==> src/design/psk_pkg.sv <==
// ----------------------------------------------------------------------------
// psk_pkg
// Shared types and constants of the partial top-k point selector.
// ----------------------------------------------------------------------------
`default_nettype none

package psk_pkg;

   // field widths fixed by the result and request words
   localparam int INDEX_BITS    = 4;
   localparam int SORT_KEY_BITS = 34;
   localparam int WANTED_BITS   = 4;
   localparam int MODE_BITS     = 2;

   // two point banks: one loading while the other is being sorted
   localparam int NUM_BANKS = 2;

   // ordering modes, anything else orders by distance
   localparam logic [MODE_BITS-1:0] MODE_NEAREST    = 2'd0;
   localparam logic [MODE_BITS-1:0] MODE_LARGEST_X  = 2'd1;
   localparam logic [MODE_BITS-1:0] MODE_SMALLEST_X = 2'd2;

   // back end hands a point bank back to the front end
   typedef struct packed {
      logic valid;
      logic bank;
   } psk_bank_free_type;

endpackage

`default_nettype wire

==> src/design/psk_ram.sv <==
// ----------------------------------------------------------------------------
// psk_ram
// Generic simple dual-port RAM, one write port, one read port, registered read.
// ----------------------------------------------------------------------------
`default_nettype none

module psk_ram #(
   parameter int WIDTH = 8,
   parameter int DEPTH = 16
) (
   input  logic                     clock,
   input  logic                     wr_en,
   input  logic [$clog2(DEPTH)-1:0] wr_addr,
   input  logic [WIDTH-1:0]         wr_data,
   input  logic [$clog2(DEPTH)-1:0] rd_addr,
   output logic [WIDTH-1:0]         rd_data
);

   logic [WIDTH-1:0] mem_ff [DEPTH];
   logic [WIDTH-1:0] rd_data_ff;

   always_ff @(posedge clock) begin
      if (wr_en) begin
         mem_ff[wr_addr] <= wr_data;
      end
      rd_data_ff <= mem_ff[rd_addr];
   end

   assign rd_data = rd_data_ff;

endmodule

`default_nettype wire

==> src/design/psk_queue.sv <==
// ----------------------------------------------------------------------------
// psk_queue
// Short job queue between the loading front end and the sorting back end.
// ----------------------------------------------------------------------------
`default_nettype none

module psk_queue #(
   parameter int WIDTH = 8,
   parameter int DEPTH = 2
) (
   input  logic             clock,
   input  logic             reset,
   input  logic             push,
   input  logic [WIDTH-1:0] push_data,
   input  logic             pop,
   output logic [WIDTH-1:0] pop_data,
   output logic             full,
   output logic             empty
);

   localparam int PW   = $clog2(DEPTH);
   localparam int CNTW = $clog2(DEPTH + 1);

   logic [WIDTH-1:0] entry_ff [DEPTH];
   logic [PW-1:0]    wr_ptr_ff, wr_ptr_in;
   logic [PW-1:0]    rd_ptr_ff, rd_ptr_in;
   logic [CNTW-1:0]  count_ff, count_in;
   logic             do_push, do_pop;

   assign full     = (count_ff == CNTW'(DEPTH));
   assign empty    = (count_ff == '0);
   assign do_push  = push && !full;
   assign do_pop   = pop && !empty;
   assign pop_data = entry_ff[rd_ptr_ff];

   always_comb begin
      wr_ptr_in = wr_ptr_ff;
      rd_ptr_in = rd_ptr_ff;
      count_in  = count_ff;
      if (do_push) begin
         wr_ptr_in = (wr_ptr_ff == PW'(DEPTH - 1)) ? '0 : wr_ptr_ff + 1'b1;
      end
      if (do_pop) begin
         rd_ptr_in = (rd_ptr_ff == PW'(DEPTH - 1)) ? '0 : rd_ptr_ff + 1'b1;
      end
      if (do_push && !do_pop) begin
         count_in = count_ff + 1'b1;
      end else if (do_pop && !do_push) begin
         count_in = count_ff - 1'b1;
      end
   end

   always_ff @(posedge clock) begin
      if (reset) begin
         wr_ptr_ff <= '0;
         rd_ptr_ff <= '0;
         count_ff  <= '0;
      end else begin
         wr_ptr_ff <= wr_ptr_in;
         rd_ptr_ff <= rd_ptr_in;
         count_ff  <= count_in;
      end
   end

   always_ff @(posedge clock) begin
      if (do_push) begin
         entry_ff[wr_ptr_ff] <= push_data;
      end
   end

endmodule

`default_nettype wire

==> src/design/psk_front.sv <==
// ----------------------------------------------------------------------------
// psk_front
// Loads slot words into a point bank and queues a sort job on the last word.
// ----------------------------------------------------------------------------
`default_nettype none

module psk_front #(
   parameter int MAX_SLOTS  = 11,
   parameter int COORD_BITS = 16,
   localparam int CW    = $clog2(MAX_SLOTS + 1),
   localparam int KAW   = (MAX_SLOTS > 1) ? $clog2(MAX_SLOTS) : 1,
   localparam int PAW   = KAW + 1,
   localparam int PTW   = CW + 2 * COORD_BITS,
   localparam int JOB_W = 1 + 2 * CW + psk_pkg::MODE_BITS + 2 * COORD_BITS
) (
   input  logic                             clock,
   input  logic                             reset,
   input  logic                             accept,
   input  logic [COORD_BITS-1:0]            point_x,
   input  logic [COORD_BITS-1:0]            point_y,
   input  logic                             point_valid,
   input  logic [COORD_BITS-1:0]            query_x,
   input  logic [COORD_BITS-1:0]            query_y,
   input  logic [psk_pkg::WANTED_BITS-1:0]  wanted_count,
   input  logic [psk_pkg::MODE_BITS-1:0]    mode,
   input  logic                             last_point,
   input  logic                             queue_full,
   input  psk_pkg::psk_bank_free_type       bank_free,
   output logic                             busy,
   output logic                             pt_wr_en,
   output logic [PAW-1:0]                   pt_wr_addr,
   output logic [PTW-1:0]                   pt_wr_data,
   output logic                             job_push,
   output logic [JOB_W-1:0]                 job_data
);

   localparam int CMPW = (CW > psk_pkg::WANTED_BITS) ? CW : psk_pkg::WANTED_BITS;

   logic [CW-1:0]                 valid_count_ff, valid_count_in;
   logic [CW-1:0]                 arrival_slot_ff, arrival_slot_in;
   logic                          wbank_ff, wbank_in;
   logic [psk_pkg::NUM_BANKS-1:0] bank_busy_ff, bank_busy_in;

   logic            slot_open;
   logic            store;
   logic [CW-1:0]   n_now;
   logic [CMPW-1:0] wanted_ext;
   logic [CMPW-1:0] n_ext;
   logic [CW-1:0]   k_now;

   assign busy      = bank_busy_ff[wbank_ff] || queue_full;
   assign slot_open = (arrival_slot_ff < CW'(MAX_SLOTS));
   assign store     = accept && slot_open && point_valid;
   assign n_now     = valid_count_ff + CW'(store);

   // clamp the wanted count to the points actually held
   assign wanted_ext = CMPW'(wanted_count);
   assign n_ext      = CMPW'(n_now);
   assign k_now      = (wanted_ext < n_ext) ? wanted_ext[CW-1:0] : n_now;

   assign pt_wr_en   = store;
   assign pt_wr_addr = {wbank_ff, valid_count_ff[KAW-1:0]};
   assign pt_wr_data = {arrival_slot_ff, point_y, point_x};

   assign job_push = accept && last_point;
   assign job_data = {wbank_ff, n_now, k_now, mode, query_x, query_y};

   always_comb begin
      valid_count_in  = valid_count_ff;
      arrival_slot_in = arrival_slot_ff;
      wbank_in        = wbank_ff;
      bank_busy_in    = bank_busy_ff;
      if (bank_free.valid) begin
         bank_busy_in[bank_free.bank] = 1'b0;
      end
      if (job_push) begin
         valid_count_in          = '0;
         arrival_slot_in         = '0;
         wbank_in                = ~wbank_ff;
         bank_busy_in[wbank_ff]  = 1'b1;
      end else begin
         valid_count_in = n_now;
         if (accept && slot_open) begin
            arrival_slot_in = arrival_slot_ff + 1'b1;
         end
      end
   end

   always_ff @(posedge clock) begin
      if (reset) begin
         valid_count_ff  <= '0;
         arrival_slot_ff <= '0;
         wbank_ff        <= 1'b0;
         bank_busy_ff    <= '0;
      end else begin
         valid_count_ff  <= valid_count_in;
         arrival_slot_ff <= arrival_slot_in;
         wbank_ff        <= wbank_in;
         bank_busy_ff    <= bank_busy_in;
      end
   end

   a_push_has_room: assert property (@(posedge clock) disable iff (reset)
      job_push |-> !queue_full)
      else $error("job pushed into a full queue");

   a_store_in_range: assert property (@(posedge clock) disable iff (reset)
      store |-> (valid_count_ff < CW'(MAX_SLOTS)))
      else $error("point stored beyond bank depth");

   a_free_busy_bank: assert property (@(posedge clock) disable iff (reset)
      bank_free.valid |-> bank_busy_ff[bank_free.bank])
      else $error("bank freed that was never handed over");

endmodule

`default_nettype wire

==> src/design/psk_back.sv <==
// ----------------------------------------------------------------------------
// psk_back
// Computes sort keys, runs the partial exchange sort and sends the results.
// ----------------------------------------------------------------------------
`default_nettype none

module psk_back #(
   parameter int MAX_SLOTS  = 11,
   parameter int COORD_BITS = 16,
   localparam int CW    = $clog2(MAX_SLOTS + 1),
   localparam int KAW   = (MAX_SLOTS > 1) ? $clog2(MAX_SLOTS) : 1,
   localparam int PAW   = KAW + 1,
   localparam int PTW   = CW + 2 * COORD_BITS,
   localparam int JOB_W = 1 + 2 * CW + psk_pkg::MODE_BITS + 2 * COORD_BITS
) (
   input  logic                                   clock,
   input  logic                                   reset,
   input  logic                                   job_valid,
   input  logic [JOB_W-1:0]                       job_data,
   output logic                                   job_pop,
   output logic [PAW-1:0]                         pt_rd_addr,
   input  logic [PTW-1:0]                         pt_rd_data,
   output psk_pkg::psk_bank_free_type             bank_free,
   output logic                                   rsp_strobe,
   output logic [psk_pkg::INDEX_BITS-1:0]         rsp_slot_index,
   output logic signed [psk_pkg::SORT_KEY_BITS-1:0] rsp_sort_key,
   output logic [psk_pkg::INDEX_BITS-1:0]         rsp_rank,
   output logic [psk_pkg::INDEX_BITS-1:0]         rsp_valid_total,
   output logic                                   rsp_empty_set,
   output logic                                   rsp_last_result
);

   localparam int C    = COORD_BITS;
   localparam int KW   = 2 * C + 2;
   localparam int KRW  = CW + KW;
   localparam int MB   = psk_pkg::MODE_BITS;
   localparam int IB   = psk_pkg::INDEX_BITS;
   localparam int SKB  = psk_pkg::SORT_KEY_BITS;
   // job word offsets: {bank, n, k, mode, qx, qy}
   localparam int MODE_LO = 2 * C;
   localparam int K_LO    = MODE_LO + MB;
   localparam int N_LO    = K_LO + CW;

   typedef enum logic [3:0] {
      ST_IDLE,
      ST_KEY_RD,
      ST_KEY_ABS,
      ST_KEY_SQX,
      ST_KEY_SQY,
      ST_KEY_WR,
      ST_SORT_RDI,
      ST_SORT_LDI,
      ST_SORT_RDJ,
      ST_SORT_CMP,
      ST_SORT_WRI,
      ST_OUT_RD,
      ST_OUT_SEND,
      ST_EMPTY
   } state_type;

   state_type               state_ff;
   logic                    bank_ff;
   logic [CW-1:0]           n_ff;
   logic [CW-1:0]           k_ff;
   logic [MB-1:0]           mode_ff;
   logic [C-1:0]            qx_ff;
   logic [C-1:0]            qy_ff;
   logic [CW-1:0]           idx_ff;
   logic [CW-1:0]           jdx_ff;
   logic [C-1:0]            dx_ff;
   logic [C-1:0]            dy_ff;
   logic [C-1:0]            x_ff;
   logic [CW-1:0]           slot_ff;
   logic [2*C-1:0]          sqx_ff;
   logic [2*C-1:0]          sqy_ff;
   logic signed [KW-1:0]    cur_key_ff;
   logic [CW-1:0]           cur_slot_ff;

   logic                    rsp_strobe_ff;
   logic [IB-1:0]           rsp_slot_index_ff;
   logic [SKB-1:0]          rsp_sort_key_ff;
   logic [IB-1:0]           rsp_rank_ff;
   logic [IB-1:0]           rsp_valid_total_ff;
   logic                    rsp_empty_set_ff;
   logic                    rsp_last_result_ff;

   // key store
   logic                    kr_wr_en;
   logic [KAW-1:0]          kr_wr_addr;
   logic [KRW-1:0]          kr_wr_data;
   logic [KAW-1:0]          kr_rd_addr;
   logic [KRW-1:0]          kr_rd_data;

   logic [C-1:0]            px, py;
   logic [CW-1:0]           pslot;
   logic signed [C:0]       diff_x, diff_y;
   logic [C:0]              abs_x, abs_y;
   logic [C-1:0]            mul_op;
   logic [2*C-1:0]          mul_res;
   logic [2*C:0]            dist_sum;
   logic                    use_x;
   logic signed [KW-1:0]    key_new;
   logic signed [KW-1:0]    cand_key;
   logic [CW-1:0]           cand_slot;
   logic                    beats;
   logic [CW-1:0]           idx_next;
   logic [CW-1:0]           jdx_next;
   logic [CW+IB-1:0]        slot_wide, rank_wide, total_wide;
   logic [KW+SKB-1:0]       key_wide;

   psk_ram #(
      .WIDTH (KRW),
      .DEPTH (2 ** KAW)
   ) u_key_ram (
      .clock   (clock),
      .wr_en   (kr_wr_en),
      .wr_addr (kr_wr_addr),
      .wr_data (kr_wr_data),
      .rd_addr (kr_rd_addr),
      .rd_data (kr_rd_data)
   );

   assign idx_next = idx_ff + 1'b1;
   assign jdx_next = jdx_ff + 1'b1;

   // point fetch and distance terms
   assign pt_rd_addr = {bank_ff, idx_ff[KAW-1:0]};
   assign px         = pt_rd_data[C-1:0];
   assign py         = pt_rd_data[2*C-1:C];
   assign pslot      = pt_rd_data[PTW-1:2*C];
   assign diff_x     = $signed({px[C-1], px}) - $signed({qx_ff[C-1], qx_ff});
   assign diff_y     = $signed({py[C-1], py}) - $signed({qy_ff[C-1], qy_ff});
   assign abs_x      = diff_x[C] ? 1'b0 - diff_x : diff_x;
   assign abs_y      = diff_y[C] ? 1'b0 - diff_y : diff_y;

   // one squarer shared by both axes
   assign mul_op   = (state_ff == ST_KEY_SQX) ? dx_ff : dy_ff;
   assign mul_res  = (2*C)'(mul_op) * (2*C)'(mul_op);
   assign dist_sum = (2*C+1)'(sqx_ff) + (2*C+1)'(sqy_ff);
   assign use_x    = (mode_ff == psk_pkg::MODE_LARGEST_X) ||
                     (mode_ff == psk_pkg::MODE_SMALLEST_X);
   assign key_new  = use_x ? {{(KW-C){x_ff[C-1]}}, x_ff} : {1'b0, dist_sum};

   assign cand_key  = kr_rd_data[KW-1:0];
   assign cand_slot = kr_rd_data[KRW-1:KW];
   assign beats     = (mode_ff == psk_pkg::MODE_LARGEST_X) ? (cand_key > cur_key_ff)
                                                           : (cand_key < cur_key_ff);

   always_comb begin
      kr_wr_en   = 1'b0;
      kr_wr_addr = idx_ff[KAW-1:0];
      kr_wr_data = {cur_slot_ff, cur_key_ff};
      kr_rd_addr = idx_ff[KAW-1:0];
      unique case (state_ff)
         ST_KEY_WR: begin
            kr_wr_en   = 1'b1;
            kr_wr_data = {slot_ff, key_new};
         end
         ST_SORT_RDJ: begin
            kr_rd_addr = jdx_ff[KAW-1:0];
         end
         ST_SORT_CMP: begin
            // the loser takes position j, the winner stays in hand for position i
            kr_wr_en   = beats;
            kr_wr_addr = jdx_ff[KAW-1:0];
         end
         ST_SORT_WRI: begin
            kr_wr_en = 1'b1;
         end
         default: begin
         end
      endcase
   end

   assign job_pop = (state_ff == ST_IDLE) && job_valid;

   assign bank_free.valid = (state_ff == ST_EMPTY) ||
                            ((state_ff == ST_OUT_SEND) && (idx_next == n_ff));
   assign bank_free.bank  = bank_ff;

   assign slot_wide  = {{IB{1'b0}}, cand_slot};
   assign rank_wide  = {{IB{1'b0}}, idx_ff};
   assign total_wide = {{IB{1'b0}}, n_ff};
   assign key_wide   = {{SKB{cand_key[KW-1]}}, cand_key};

   always_ff @(posedge clock) begin
      if (reset) begin
         state_ff      <= ST_IDLE;
         idx_ff        <= '0;
         jdx_ff        <= '0;
         rsp_strobe_ff <= 1'b0;
      end else begin
         rsp_strobe_ff <= 1'b0;
         unique case (state_ff)
            ST_IDLE: begin
               if (job_valid) begin
                  bank_ff  <= job_data[JOB_W-1];
                  n_ff     <= job_data[N_LO+CW-1:N_LO];
                  k_ff     <= job_data[K_LO+CW-1:K_LO];
                  mode_ff  <= job_data[K_LO-1:MODE_LO];
                  qx_ff    <= job_data[2*C-1:C];
                  qy_ff    <= job_data[C-1:0];
                  idx_ff   <= '0;
                  state_ff <= (job_data[N_LO+CW-1:N_LO] == '0) ? ST_EMPTY : ST_KEY_RD;
               end
            end
            ST_KEY_RD: begin
               state_ff <= ST_KEY_ABS;
            end
            ST_KEY_ABS: begin
               dx_ff    <= abs_x[C-1:0];
               dy_ff    <= abs_y[C-1:0];
               x_ff     <= px;
               slot_ff  <= pslot;
               state_ff <= ST_KEY_SQX;
            end
            ST_KEY_SQX: begin
               sqx_ff   <= mul_res;
               state_ff <= ST_KEY_SQY;
            end
            ST_KEY_SQY: begin
               sqy_ff   <= mul_res;
               state_ff <= ST_KEY_WR;
            end
            ST_KEY_WR: begin
               if (idx_next == n_ff) begin
                  idx_ff   <= '0;
                  state_ff <= (k_ff == '0) ? ST_OUT_RD : ST_SORT_RDI;
               end else begin
                  idx_ff   <= idx_next;
                  state_ff <= ST_KEY_RD;
               end
            end
            ST_SORT_RDI: begin
               state_ff <= ST_SORT_LDI;
            end
            ST_SORT_LDI: begin
               cur_key_ff  <= cand_key;
               cur_slot_ff <= cand_slot;
               jdx_ff      <= idx_next;
               state_ff    <= (idx_next == n_ff) ? ST_SORT_WRI : ST_SORT_RDJ;
            end
            ST_SORT_RDJ: begin
               state_ff <= ST_SORT_CMP;
            end
            ST_SORT_CMP: begin
               if (beats) begin
                  cur_key_ff  <= cand_key;
                  cur_slot_ff <= cand_slot;
               end
               jdx_ff   <= jdx_next;
               state_ff <= (jdx_next == n_ff) ? ST_SORT_WRI : ST_SORT_RDJ;
            end
            ST_SORT_WRI: begin
               if (idx_next == k_ff) begin
                  idx_ff   <= '0;
                  state_ff <= ST_OUT_RD;
               end else begin
                  idx_ff   <= idx_next;
                  state_ff <= ST_SORT_RDI;
               end
            end
            ST_OUT_RD: begin
               state_ff <= ST_OUT_SEND;
            end
            ST_OUT_SEND: begin
               rsp_strobe_ff      <= 1'b1;
               rsp_slot_index_ff  <= slot_wide[IB-1:0];
               rsp_sort_key_ff    <= key_wide[SKB-1:0];
               rsp_rank_ff        <= rank_wide[IB-1:0];
               rsp_valid_total_ff <= total_wide[IB-1:0];
               rsp_empty_set_ff   <= 1'b0;
               rsp_last_result_ff <= (idx_next == n_ff);
               if (idx_next == n_ff) begin
                  idx_ff   <= '0;
                  state_ff <= ST_IDLE;
               end else begin
                  idx_ff   <= idx_next;
                  state_ff <= ST_OUT_RD;
               end
            end
            ST_EMPTY: begin
               rsp_strobe_ff      <= 1'b1;
               rsp_slot_index_ff  <= '0;
               rsp_sort_key_ff    <= '0;
               rsp_rank_ff        <= '0;
               rsp_valid_total_ff <= '0;
               rsp_empty_set_ff   <= 1'b1;
               rsp_last_result_ff <= 1'b1;
               state_ff           <= ST_IDLE;
            end
            default: begin
               state_ff <= ST_IDLE;
            end
         endcase
      end
   end

   assign rsp_strobe      = rsp_strobe_ff;
   assign rsp_slot_index  = rsp_slot_index_ff;
   assign rsp_sort_key    = $signed(rsp_sort_key_ff);
   assign rsp_rank        = rsp_rank_ff;
   assign rsp_valid_total = rsp_valid_total_ff;
   assign rsp_empty_set   = rsp_empty_set_ff;
   assign rsp_last_result = rsp_last_result_ff;

   a_k_within_n: assert property (@(posedge clock) disable iff (reset)
      (state_ff != ST_IDLE) |-> (k_ff <= n_ff))
      else $error("sort depth exceeds stored points");

   a_free_then_last: assert property (@(posedge clock) disable iff (reset)
      bank_free.valid |=> (rsp_strobe_ff && rsp_last_result_ff))
      else $error("bank freed without final word");

   a_pop_only_idle: assert property (@(posedge clock) disable iff (reset)
      job_pop |=> (state_ff != ST_IDLE))
      else $error("job popped but sequencer stayed idle");

endmodule

`default_nettype wire

==> src/design/partial_select_top_k_points.sv <==
// sequence: job queued on the last slot word, then taken; keys per point: read, abs diff,
//   square x, square y, write; sort position i < k: read i, compare later ones, write i;
//   results: each word read, then sent; slot words load one per cycle while busy is low;
//   the single key store and its one read port pace the sort; a new set loads into the other point bank meanwhile
// reset: clears slot counters, bank flags, job queue and sequencer; stores are not cleared
// results leave on a one-cycle strobe and cannot be held off by the receiver
// ----------------------------------------------------------------------------
// partial_select_top_k_points
// Top level: slot loader, job queue, point banks and sorting back end.
// ----------------------------------------------------------------------------
`default_nettype none

module partial_select_top_k_points #(
   parameter int MAX_SLOTS  = 11,
   parameter int COORD_BITS = 16
) (
   input  logic                                     clock,
   input  logic                                     reset,
   input  logic                                     start,
   output logic                                     busy,
   input  logic signed [COORD_BITS-1:0]             req_point_x,
   input  logic signed [COORD_BITS-1:0]             req_point_y,
   input  logic                                     req_point_valid,
   input  logic signed [COORD_BITS-1:0]             req_query_x,
   input  logic signed [COORD_BITS-1:0]             req_query_y,
   input  logic [psk_pkg::WANTED_BITS-1:0]          req_wanted_count,
   input  logic [psk_pkg::MODE_BITS-1:0]            req_mode,
   input  logic                                     req_last_point,
   output logic                                     rsp_strobe,
   output logic [psk_pkg::INDEX_BITS-1:0]           rsp_slot_index,
   output logic signed [psk_pkg::SORT_KEY_BITS-1:0] rsp_sort_key,
   output logic [psk_pkg::INDEX_BITS-1:0]           rsp_rank,
   output logic [psk_pkg::INDEX_BITS-1:0]           rsp_valid_total,
   output logic                                     rsp_empty_set,
   output logic                                     rsp_last_result
);

   localparam int CW    = $clog2(MAX_SLOTS + 1);
   localparam int KAW   = (MAX_SLOTS > 1) ? $clog2(MAX_SLOTS) : 1;
   localparam int PAW   = KAW + 1;
   localparam int PTW   = CW + 2 * COORD_BITS;
   localparam int JOB_W = 1 + 2 * CW + psk_pkg::MODE_BITS + 2 * COORD_BITS;

   logic                        accept;
   logic                        pt_wr_en;
   logic [PAW-1:0]              pt_wr_addr;
   logic [PTW-1:0]              pt_wr_data;
   logic [PAW-1:0]              pt_rd_addr;
   logic [PTW-1:0]              pt_rd_data;
   logic                        job_push;
   logic [JOB_W-1:0]            job_push_data;
   logic                        job_pop;
   logic [JOB_W-1:0]            job_pop_data;
   logic                        queue_full;
   logic                        queue_empty;
   psk_pkg::psk_bank_free_type  bank_free;

   assign accept = start && !busy;

   psk_front #(
      .MAX_SLOTS  (MAX_SLOTS),
      .COORD_BITS (COORD_BITS)
   ) u_front (
      .clock        (clock),
      .reset        (reset),
      .accept       (accept),
      .point_x      (req_point_x),
      .point_y      (req_point_y),
      .point_valid  (req_point_valid),
      .query_x      (req_query_x),
      .query_y      (req_query_y),
      .wanted_count (req_wanted_count),
      .mode         (req_mode),
      .last_point   (req_last_point),
      .queue_full   (queue_full),
      .bank_free    (bank_free),
      .busy         (busy),
      .pt_wr_en     (pt_wr_en),
      .pt_wr_addr   (pt_wr_addr),
      .pt_wr_data   (pt_wr_data),
      .job_push     (job_push),
      .job_data     (job_push_data)
   );

   // two banks of points, selected by the top address bit
   psk_ram #(
      .WIDTH (PTW),
      .DEPTH (2 ** PAW)
   ) u_point_ram (
      .clock   (clock),
      .wr_en   (pt_wr_en),
      .wr_addr (pt_wr_addr),
      .wr_data (pt_wr_data),
      .rd_addr (pt_rd_addr),
      .rd_data (pt_rd_data)
   );

   psk_queue #(
      .WIDTH (JOB_W),
      .DEPTH (psk_pkg::NUM_BANKS)
   ) u_queue (
      .clock     (clock),
      .reset     (reset),
      .push      (job_push),
      .push_data (job_push_data),
      .pop       (job_pop),
      .pop_data  (job_pop_data),
      .full      (queue_full),
      .empty     (queue_empty)
   );

   psk_back #(
      .MAX_SLOTS  (MAX_SLOTS),
      .COORD_BITS (COORD_BITS)
   ) u_back (
      .clock           (clock),
      .reset           (reset),
      .job_valid       (!queue_empty),
      .job_data        (job_pop_data),
      .job_pop         (job_pop),
      .pt_rd_addr      (pt_rd_addr),
      .pt_rd_data      (pt_rd_data),
      .bank_free       (bank_free),
      .rsp_strobe      (rsp_strobe),
      .rsp_slot_index  (rsp_slot_index),
      .rsp_sort_key    (rsp_sort_key),
      .rsp_rank        (rsp_rank),
      .rsp_valid_total (rsp_valid_total),
      .rsp_empty_set   (rsp_empty_set),
      .rsp_last_result (rsp_last_result)
   );

endmodule

`default_nettype wire
==> config.mk <==
export PLATFORM = sky130hd
export DESIGN_NAME = partial_select_top_k_points
export DESIGN_NICKNAME = d
export VERILOG_FILES = /design/src/design/psk_pkg.sv /design/src/design/psk_ram.sv /design/src/design/psk_queue.sv /design/src/design/psk_front.sv /design/src/design/psk_back.sv /design/src/design/partial_select_top_k_points.sv
export SDC_FILE = /design/constraint.sdc
export NUM_CORES = 2
export LEC_CHECK = 0
export ABC_AREA = 0
export BUFFER_PORTS_ARGS = -buffer_cell sky130_fd_sc_hd__buf_2
export CAP_MARGIN = 10
export CORE_ASPECT_RATIO = 0.75
export CORE_MARGIN = 2
export CORE_UTILIZATION = 45
export CTS_CLUSTER_SIZE = 8
export DETAILED_ROUTE_END_ITERATION = 7
export GPL_TIMING_DRIVEN = 0
export PLACE_DENSITY = 0.7
export SLEW_MARGIN = 20
export SYNTH_ARGS = -nofsm -noshare
export SYNTH_HDL_FRONTEND = slang
export SYNTH_HIERARCHICAL = 1
export SYNTH_SLANG_ARGS = --single-unit
==> constraint.sdc <==
create_clock -name clock -period 9.53 [get_ports clock]
set_clock_uncertainty 0.05 [all_clocks]
set_input_delay 0 -clock clock [delete_from_list [all_inputs] [get_ports clock]]
set_output_delay 0 -clock clock [all_outputs]
set_load 0.05 [all_outputs]
---- After elaboration in Yosys (flattened, before gate mapping) ----
Memory sizes are Yosys's and may differ from the RTL's. A register that Yosys moved wholly into a read port is not among the register bits.
Cells that the tools add are included.
storage, ports and cells
  memories kept ........................... 3
  output and inout port bits .............. 50
  register bits after elaboration ......... 273
  latch bits .............................. 0
  logic and storage cells ................. 177
  memory bits (writable) .................. 1846
  bits of input ports ..................... 75
  bits in read-only memories .............. 0
memory list
  name                     words  bits a word  read ports  clocked after Yosys merged registers in  wr ports  RTL line         text
  u_point_ram.mem_ff       32     36           1           1                                        1         psk_ram.sv:19    logic [WIDTH-1:0] mem_ff [DEPTH];
  u_back.u_key_ram.mem_ff  16     38           1           1                                        1         psk_ram.sv:19
  u_queue.entry_ff         2      43           1           1                                        1         psk_queue.sv:24  logic [WIDTH-1:0] entry_ff [DEPTH];
cells by class
  shift operators ......................... 0
  reductions and logical operators ........ 39
  muxes and demuxes ....................... 55
  add/subtract/negate cells ............... 13
  bitwise operators ....................... 6
  multipliers ............................. 1
  equal/unequal tests ..................... 21
  $lt $le $gt $ge ......................... 8
  divide/modulo/power cells ............... 0
operator list
  cell                   number
  $pmux 34 s2            2
  $mux 34                2
  $mux 4                 13
  $pmux 4 s13            1
  $mux 16                3
  $pmux 4 s2             5
  $mux 38                1
  $gt 34x34->1           1
  $lt 34x34->1           1
  $sub 16x16->17         2
  $add 32x32->33         1
  $mul 16x16->32         1
  $sub 1x16->16 const A  2
  $eq 4x4->1 const B     6
  $eq 4x3->1 const B     4
  $mux 1                 16
  $add 4x1->4 const B    3
  $eq 4x4->1             3
  $logic_and 1x1->1      12
  $logic_not 4->1        3
  $mux 2                 6
  $pmux 4 s3             1
  $reduce_and 2->1       5
  $eq 4x2->1 const B     2
  other kinds (26)       47

---- Logic depth before layout (Yosys ltp) ----
  depth in word-level cells ............... 11
  gate-level depth with buffers ........... 30
  depth with buffers taken out ............ 28

---- Cells and area by module ----
The synthesis kept the hierarchy.
modules (own cells, without submodules)
  module                       area an instance (µm²)  instances  cells each  seq. area each (µm²)
  psk_ram at u_point_ram       45570.0                 1          2536        35313.9
  psk_ram at u_back.u_key_ram  23570.1                 1          989         19018.2
  psk_back                     21021.4                 1          2033        7557.2
  psk_queue                    3309.4                  1          159         2682.6
  psk_front                    1109.8                  1          133         220.2
  partial_select_top_k_points  17.5                    1          2           0.0

---- Worst setup path after synthesis ----
Ideal clock, no wire load.
  path type ............................... register to register
  start ................................... reg u_back.state_ff[3]
  end ..................................... reg u_back.sqx_ff[30] (data pin)
  path buffers ............................ 2
  arrival ................................. 7.377 ns
  stages on the path, launching flop included .. 29
  period minus slack after synthesis ...... 7.696 ns
  library setup time ...................... 0.269 ns
  data required time ...................... 9.211 ns
  setup slack ............................. 1.834 ns
  cells stage by stage .................... dfxtp_1 -> clkbuf_1 -> nor3_1 -> buf_1 -> mux2i_1 -> clkinv_1 -> nand2_1 -> inv_1 -> fa_1 -> inv_1 -> fa_1 -> inv_1 -> fa_1 -> inv_1 -> fa_1 -> inv_1 -> fa_1 -> inv_1 -> fa_1 -> inv_1 -> ha_1 -> a21o_1 -> nand2_1 -> o221a_2 -> o31ai_1 -> o211a_1 -> a221oi_1 -> o21ai_0 -> xor2_1
between the ends
  longest elaborated chain between the ends .. 3
RTL lines
  what                      RTL line         text
  start: declaration        psk_back.sv:61   state_type state_ff;
  start signal: assignment  psk_back.sv:204  state_ff <= (job_data[N_LO+CW-1:N_LO] == '0) ? ST_EMPTY : ST_KEY_RD;
  start signal: assignment  psk_back.sv:228  state_ff <= (k_ff == '0) ? ST_OUT_RD : ST_SORT_RDI;
  start signal: assignment  psk_back.sv:241  state_ff <= (idx_next == n_ff) ? ST_SORT_WRI : ST_SORT_RDJ;
  $eq 4x2->1                psk_back.sv:137  assign mul_op = (state_ff == ST_KEY_SQX) ? dx_ff : dy_ff;
  $mux 16                   psk_back.sv:137
  $mul 16x16->32            psk_back.sv:138  assign mul_res = (2*C)'(mul_op) * (2*C)'(mul_op);
  net u_back.mul_res[30]    psk_back.sv:99   logic [2*C-1:0] mul_res;
  end signal: assignment    psk_back.sv:218  sqx_ff <= mul_res;
  end: declaration          psk_back.sv:74   logic [2*C-1:0] sqx_ff;
The timed path passes the listed nets, and every way through them passes these cells.
A chain may end at the register's enable or synchronous reset.

---- Worst setup path in the final report ----
Ends and elaborated chain as after synthesis.

==> summary.md <==
| Metric | Value |
|---|---|
| Clock-pin slew of the registers on the worst-case setup and hold paths | 50 ps |
| Clock tree from TritonCTS | built |
| Arr. time, crit path | 9520 ps |
| Sequential cell area in the final layout | 64800 sq um |
| Worst-Skew Late Latency | 830 ps |
| Master cell of the clock root buffer | sky130_fd_sc_hd__clkbuf_16 |
| Net Count, Synth | approximately 6.3k |
| Slack of the worst reg-to-reg path | 510 ps |
| CTS sink cnt | 2192 |
| Max-cap violation count | 0 |
| Netlist cell types | 93 |
| Proportion of synthesized chip area in sequential cells | 0.6849 |
| Die height | 401.1 microns |
| Required time worst endpoint | 10020 ps |
| IR drop worst, VDD | a little under 1 mV |
| Total half-perimeter wirelength after legalization and detailed placement | 166900 microns |
| Most common library cells after synthesis | sky130_fd_sc_hd__edfxtp_1, sky130_fd_sc_hd__mux2i_1, sky130_fd_sc_hd__inv_1 |
| Area of combinational cells with multiple inputs | 27020 sq um |
| Global-route wire length before repair | 355500 microns |
| Number of levels the H-tree was split into | 5 |
| R2R depth | 25 |
| Type of the worst setup path | flop to flop |
| Outcome | completed |
| Post-placement setup slack | -47.63 ps |
| Core box area | 208600 sq um |
| Final count of hold timing violations | 0 |
| Start of the worst register-to-register path | u_back/state_ff[3] |
| Startpoint of the lowest-slack hold path | req_point_y[14] |
| Final Wtd Congestion | approximately 0.87 |
| Largest fanout on the critical path | 10 |
| Antenna Nets Post-Route | 0 |
| Critical Path Start Type | flop |
| Average size of a mapped cell | 16.17 sq um |
| Power per cell area | 324.8 nW/um^2 |
| Final Net Count | ~6.9k |
| Measured slew at the worst slew-check pin | 1156 ps |
| Min-delay worst type | primary input to flop |
| Pin count of the biggest net entering global routing | 44 |
| IO Count | 125 |
| Share of async-settable or async-resettable flops after synthesis | 0 |
| Count of fill cells added during filler insertion | around 16k |
| Total setup violations reported at the end of the flow | 0 |
| Num rows | 145 |
| Max Fclk | around 110 MHz |
| Max Slew Vio Count | 0 |
| Endpoint kind of the worst setup timing path | flop |
| P&R area growth vs syn | 17.40% |
| Met1 layer wirelength in the final routing | 103000 microns |
| Initial antenna violation count | 10 |
| Width of the chip | 533.4 microns |
| Initial drt markers | 6752 |
| Dominant register cell in the synthesized netlist | sky130_fd_sc_hd__edfxtp_1 |
| Routed length per instance | 26.07 microns |
| Synthesis Warnings | 6 |
| Post-route setup slack | 505.5 ps |
| Top cell type's share of synthesized area | 0.6631 |
| DR WL met2 | 106700 microns |
| Unrepaired setup endpoints after global routing | no |
| Count of state elements after synthesis | 2192 |
| Top cells by area, synth | sky130_fd_sc_hd__edfxtp_1, sky130_fd_sc_hd__mux2i_1, sky130_fd_sc_hd__mux4_2 |
| Initial standard-cell utilization of the core | 0.4534 |
| Netlist area before placement | 94600 sq um |
| Proportion of layout cells with a drive suffix above 1 | 0.1612 |
| Cells after Synth | just under 6k |
| Count of buffers from port buffering | 58 |
| Initial DRT Pass Iterations | 7 |
| Via count normalized by instance count | 5.778 |
| Routed via count | 54.37k |
| Leakage power summed over all cells | roughly 38 nW |
| Number of flops mapped to enable cells by yosys | approximately 2.1k |
| Final-layout worst hold slack | 74.37 ps |
| Critical R2R Capture | u_back/sqx_ff[30] |
| Leading cell type by number of instances after synthesis | sky130_fd_sc_hd__edfxtp_1 |
| Drc violations | 0 |
| Shortest clock period the worst path allows after layout | 9024 ps |
| Critical path launch point | u_back/state_ff[3] |
| Endpoint of the worst hold path | u_point_ram/mem_ff[15][30] |
| Library cell occupying the most area in the post-synthesis netlist | sky130_fd_sc_hd__edfxtp_1 |
| GR Util All Layers | 0.2248 |
| Slew Limit Headroom | 0.2293 |
| Uppermost signal routing layer after detailed routing | met5 |
| Die Area | roughly 210000 sq um |
| Cell count of the worst hold path | 2 |
| Remaining global-route overflow | 0 |
| Share of the clock period used by the worst path | 0.9470 |
| Maximum buffer depth of the clock tree | 4 |
| Number of buffers added by the clock tree synthesis step | 317 |
| Amount of wire on met3 after detailed routing | 27760 microns |
| Final Routed Wirelength | 245300 microns |
| Vias in the first global route | 53.98k |
==> report_power, final <==
part           switching [mW]  total [mW]  internal, mW
logic                    8.68        13.9          5.19
clock network            3.90        10.1          6.18
registers               0.152        12.1          12.0
total                    12.7        36.1          23.3
==> flip-flops by register name, summed over array words and instances (netlist names), 31 cells and up, named ones only <==
signal and cells:
u_point_ram/mem_ff 1152, u_back/u_key_ram/rd_data 38, u_back/u_key_ram/mem_ff 608, u_back/rsp_sort_key 34, u_point_ram/rd_data 36, u_back/sqx_ff 31, u_back/cur_key_ff 34, u_back/sqy_ff 31
u_queue/entry_ff 86
==> metrics by stage <==
step	instances	power, mW	instance area [sq um]	util	TNS, ps
after global routing	9407	38.14	111100	0.5323	0
after detailed placement	8824	25.89	101000	0.4839	-95.26
after CTS	9405	35.95	111000	0.5318	0
final	9411	36.07	111100	0.5323	0
after floorplan	5852	21.83	94600	-	0
after global placement	8703	25.60	98380	0.4716	-7951
==> placed cells by master (no fill, tap or decap), types with 22 or more instances in the layout <==
master                          instances
sky130_fd_sc_hd__buf_16                32
sky130_fd_sc_hd__xor2_1                45
sky130_fd_sc_hd__dlygate4sd3_1        112
sky130_fd_sc_hd__nand2_1              306
sky130_fd_sc_hd__clkbuf_16            325
sky130_fd_sc_hd__nor2_1               167
sky130_fd_sc_hd__inv_1                356
sky130_fd_sc_hd__mux2i_1              592
sky130_fd_sc_hd__nand2b_1              23
sky130_fd_sc_hd__a21oi_1              201
sky130_fd_sc_hd__mux2_2                62
sky130_fd_sc_hd__nand3_1              135
sky130_fd_sc_hd__a31oi_1               49
sky130_fd_sc_hd__ha_1                 205
sky130_fd_sc_hd__fa_1                 166
sky130_fd_sc_hd__buf_12                46
sky130_fd_sc_hd__edfxtp_1            2089
sky130_fd_sc_hd__buf_6                 45
sky130_fd_sc_hd__buf_4                126
sky130_fd_sc_hd__and2_1                49
sky130_fd_sc_hd__buf_2                127
sky130_fd_sc_hd__a22o_1                72
sky130_fd_sc_hd__nor3_1                60
sky130_fd_sc_hd__clkbuf_1             218
sky130_fd_sc_hd__xnor2_1               80
sky130_fd_sc_hd__mux4_2               152
sky130_fd_sc_hd__o21ai_1               22
sky130_fd_sc_hd__nor2_4                46
sky130_fd_sc_hd__a22oi_1              192
sky130_fd_sc_hd__dfxtp_1               99
sky130_fd_sc_hd__o21ai_0               63
sky130_fd_sc_hd__a21o_1                38
==> metal layers <==
metal | track usage | vias up
met2 | 0.3303 | 2937
met4 | 0.07177 | 6
met1 | 0.3226 | 27550
li1 | - | 23430
met5 | 0 | -
met3 | 0.06456 | 446
==> how the worst max path moves through the flow <==
stage	end	slack (ps)
2_1_floorplan	u_back/sqx_ff[30]	1830
3_3_place_gp	u_back/sqx_ff[30]	-360
3_5_place_dp	u_back/sqx_ff[30]	-50
4_1_cts	u_back/sqx_ff[30]	190
5_1_grt	u_back/sqx_ff[30]	10
6_report	u_back/sqx_ff[30]	510
==> logic make-up after synthesis <==
logic type,count (synthesis),synth area share
flip-flops,2192,0.6849
AND/OR/NAND/NOR,904,0.04443
AO/OA/AOI/OAI,772,0.05522
multiplexers,812,0.1068
XOR/XNOR,126,0.01175
adder cells (fa/ha/maj),371,0.06224
buffers and inverters,675,0.03460
==> critical path, stage by stage, from the launching register on <==
cell	delay [ps]
sky130_fd_sc_hd__dfxtp_1	290
sky130_fd_sc_hd__clkbuf_1	220
sky130_fd_sc_hd__nor3_2	550
sky130_fd_sc_hd__clkbuf_2	450
sky130_fd_sc_hd__mux2_2	490
sky130_fd_sc_hd__inv_1	140
sky130_fd_sc_hd__clkbuf_1	580
sky130_fd_sc_hd__nor2_1	160
sky130_fd_sc_hd__fa_1	550
sky130_fd_sc_hd__inv_1	50
sky130_fd_sc_hd__fa_1	520
sky130_fd_sc_hd__inv_1	50
sky130_fd_sc_hd__fa_1	520
sky130_fd_sc_hd__fa_1	450
sky130_fd_sc_hd__fa_1	570
sky130_fd_sc_hd__inv_1	60
sky130_fd_sc_hd__fa_1	540
sky130_fd_sc_hd__inv_1	50
sky130_fd_sc_hd__ha_1	370
sky130_fd_sc_hd__nand3_1	220
sky130_fd_sc_hd__o221a_2	240
sky130_fd_sc_hd__o31ai_1	120
sky130_fd_sc_hd__o211a_1	310
sky130_fd_sc_hd__a221oi_1	550
sky130_fd_sc_hd__o21ai_0	210
sky130_fd_sc_hd__xor2_1	410
==> layout make-up <==
type	count	area share
clock buffers	451	0.07758
diodes	4	0.00009013
clock inverters	18	0.002242
flip-flops and latches	2192	0.5834
plain buffers	314	0.01730
repair buffers	293	0.03234
inverters	361	0.01220
multi-input cells	2985	0.2433
well taps	2793	0.03147
==> what timing repair did <==
action                                   CTS  global route
cloned                                     0             0
endpoints found under the setup margin     6            10
hold buffers                             112             0
endpoints found under the hold margin   1154             0
setup buffers                              0             0
pin swaps                                  0             0
gates resized for setup                    2             7
(Power assumes the default switching activity.)
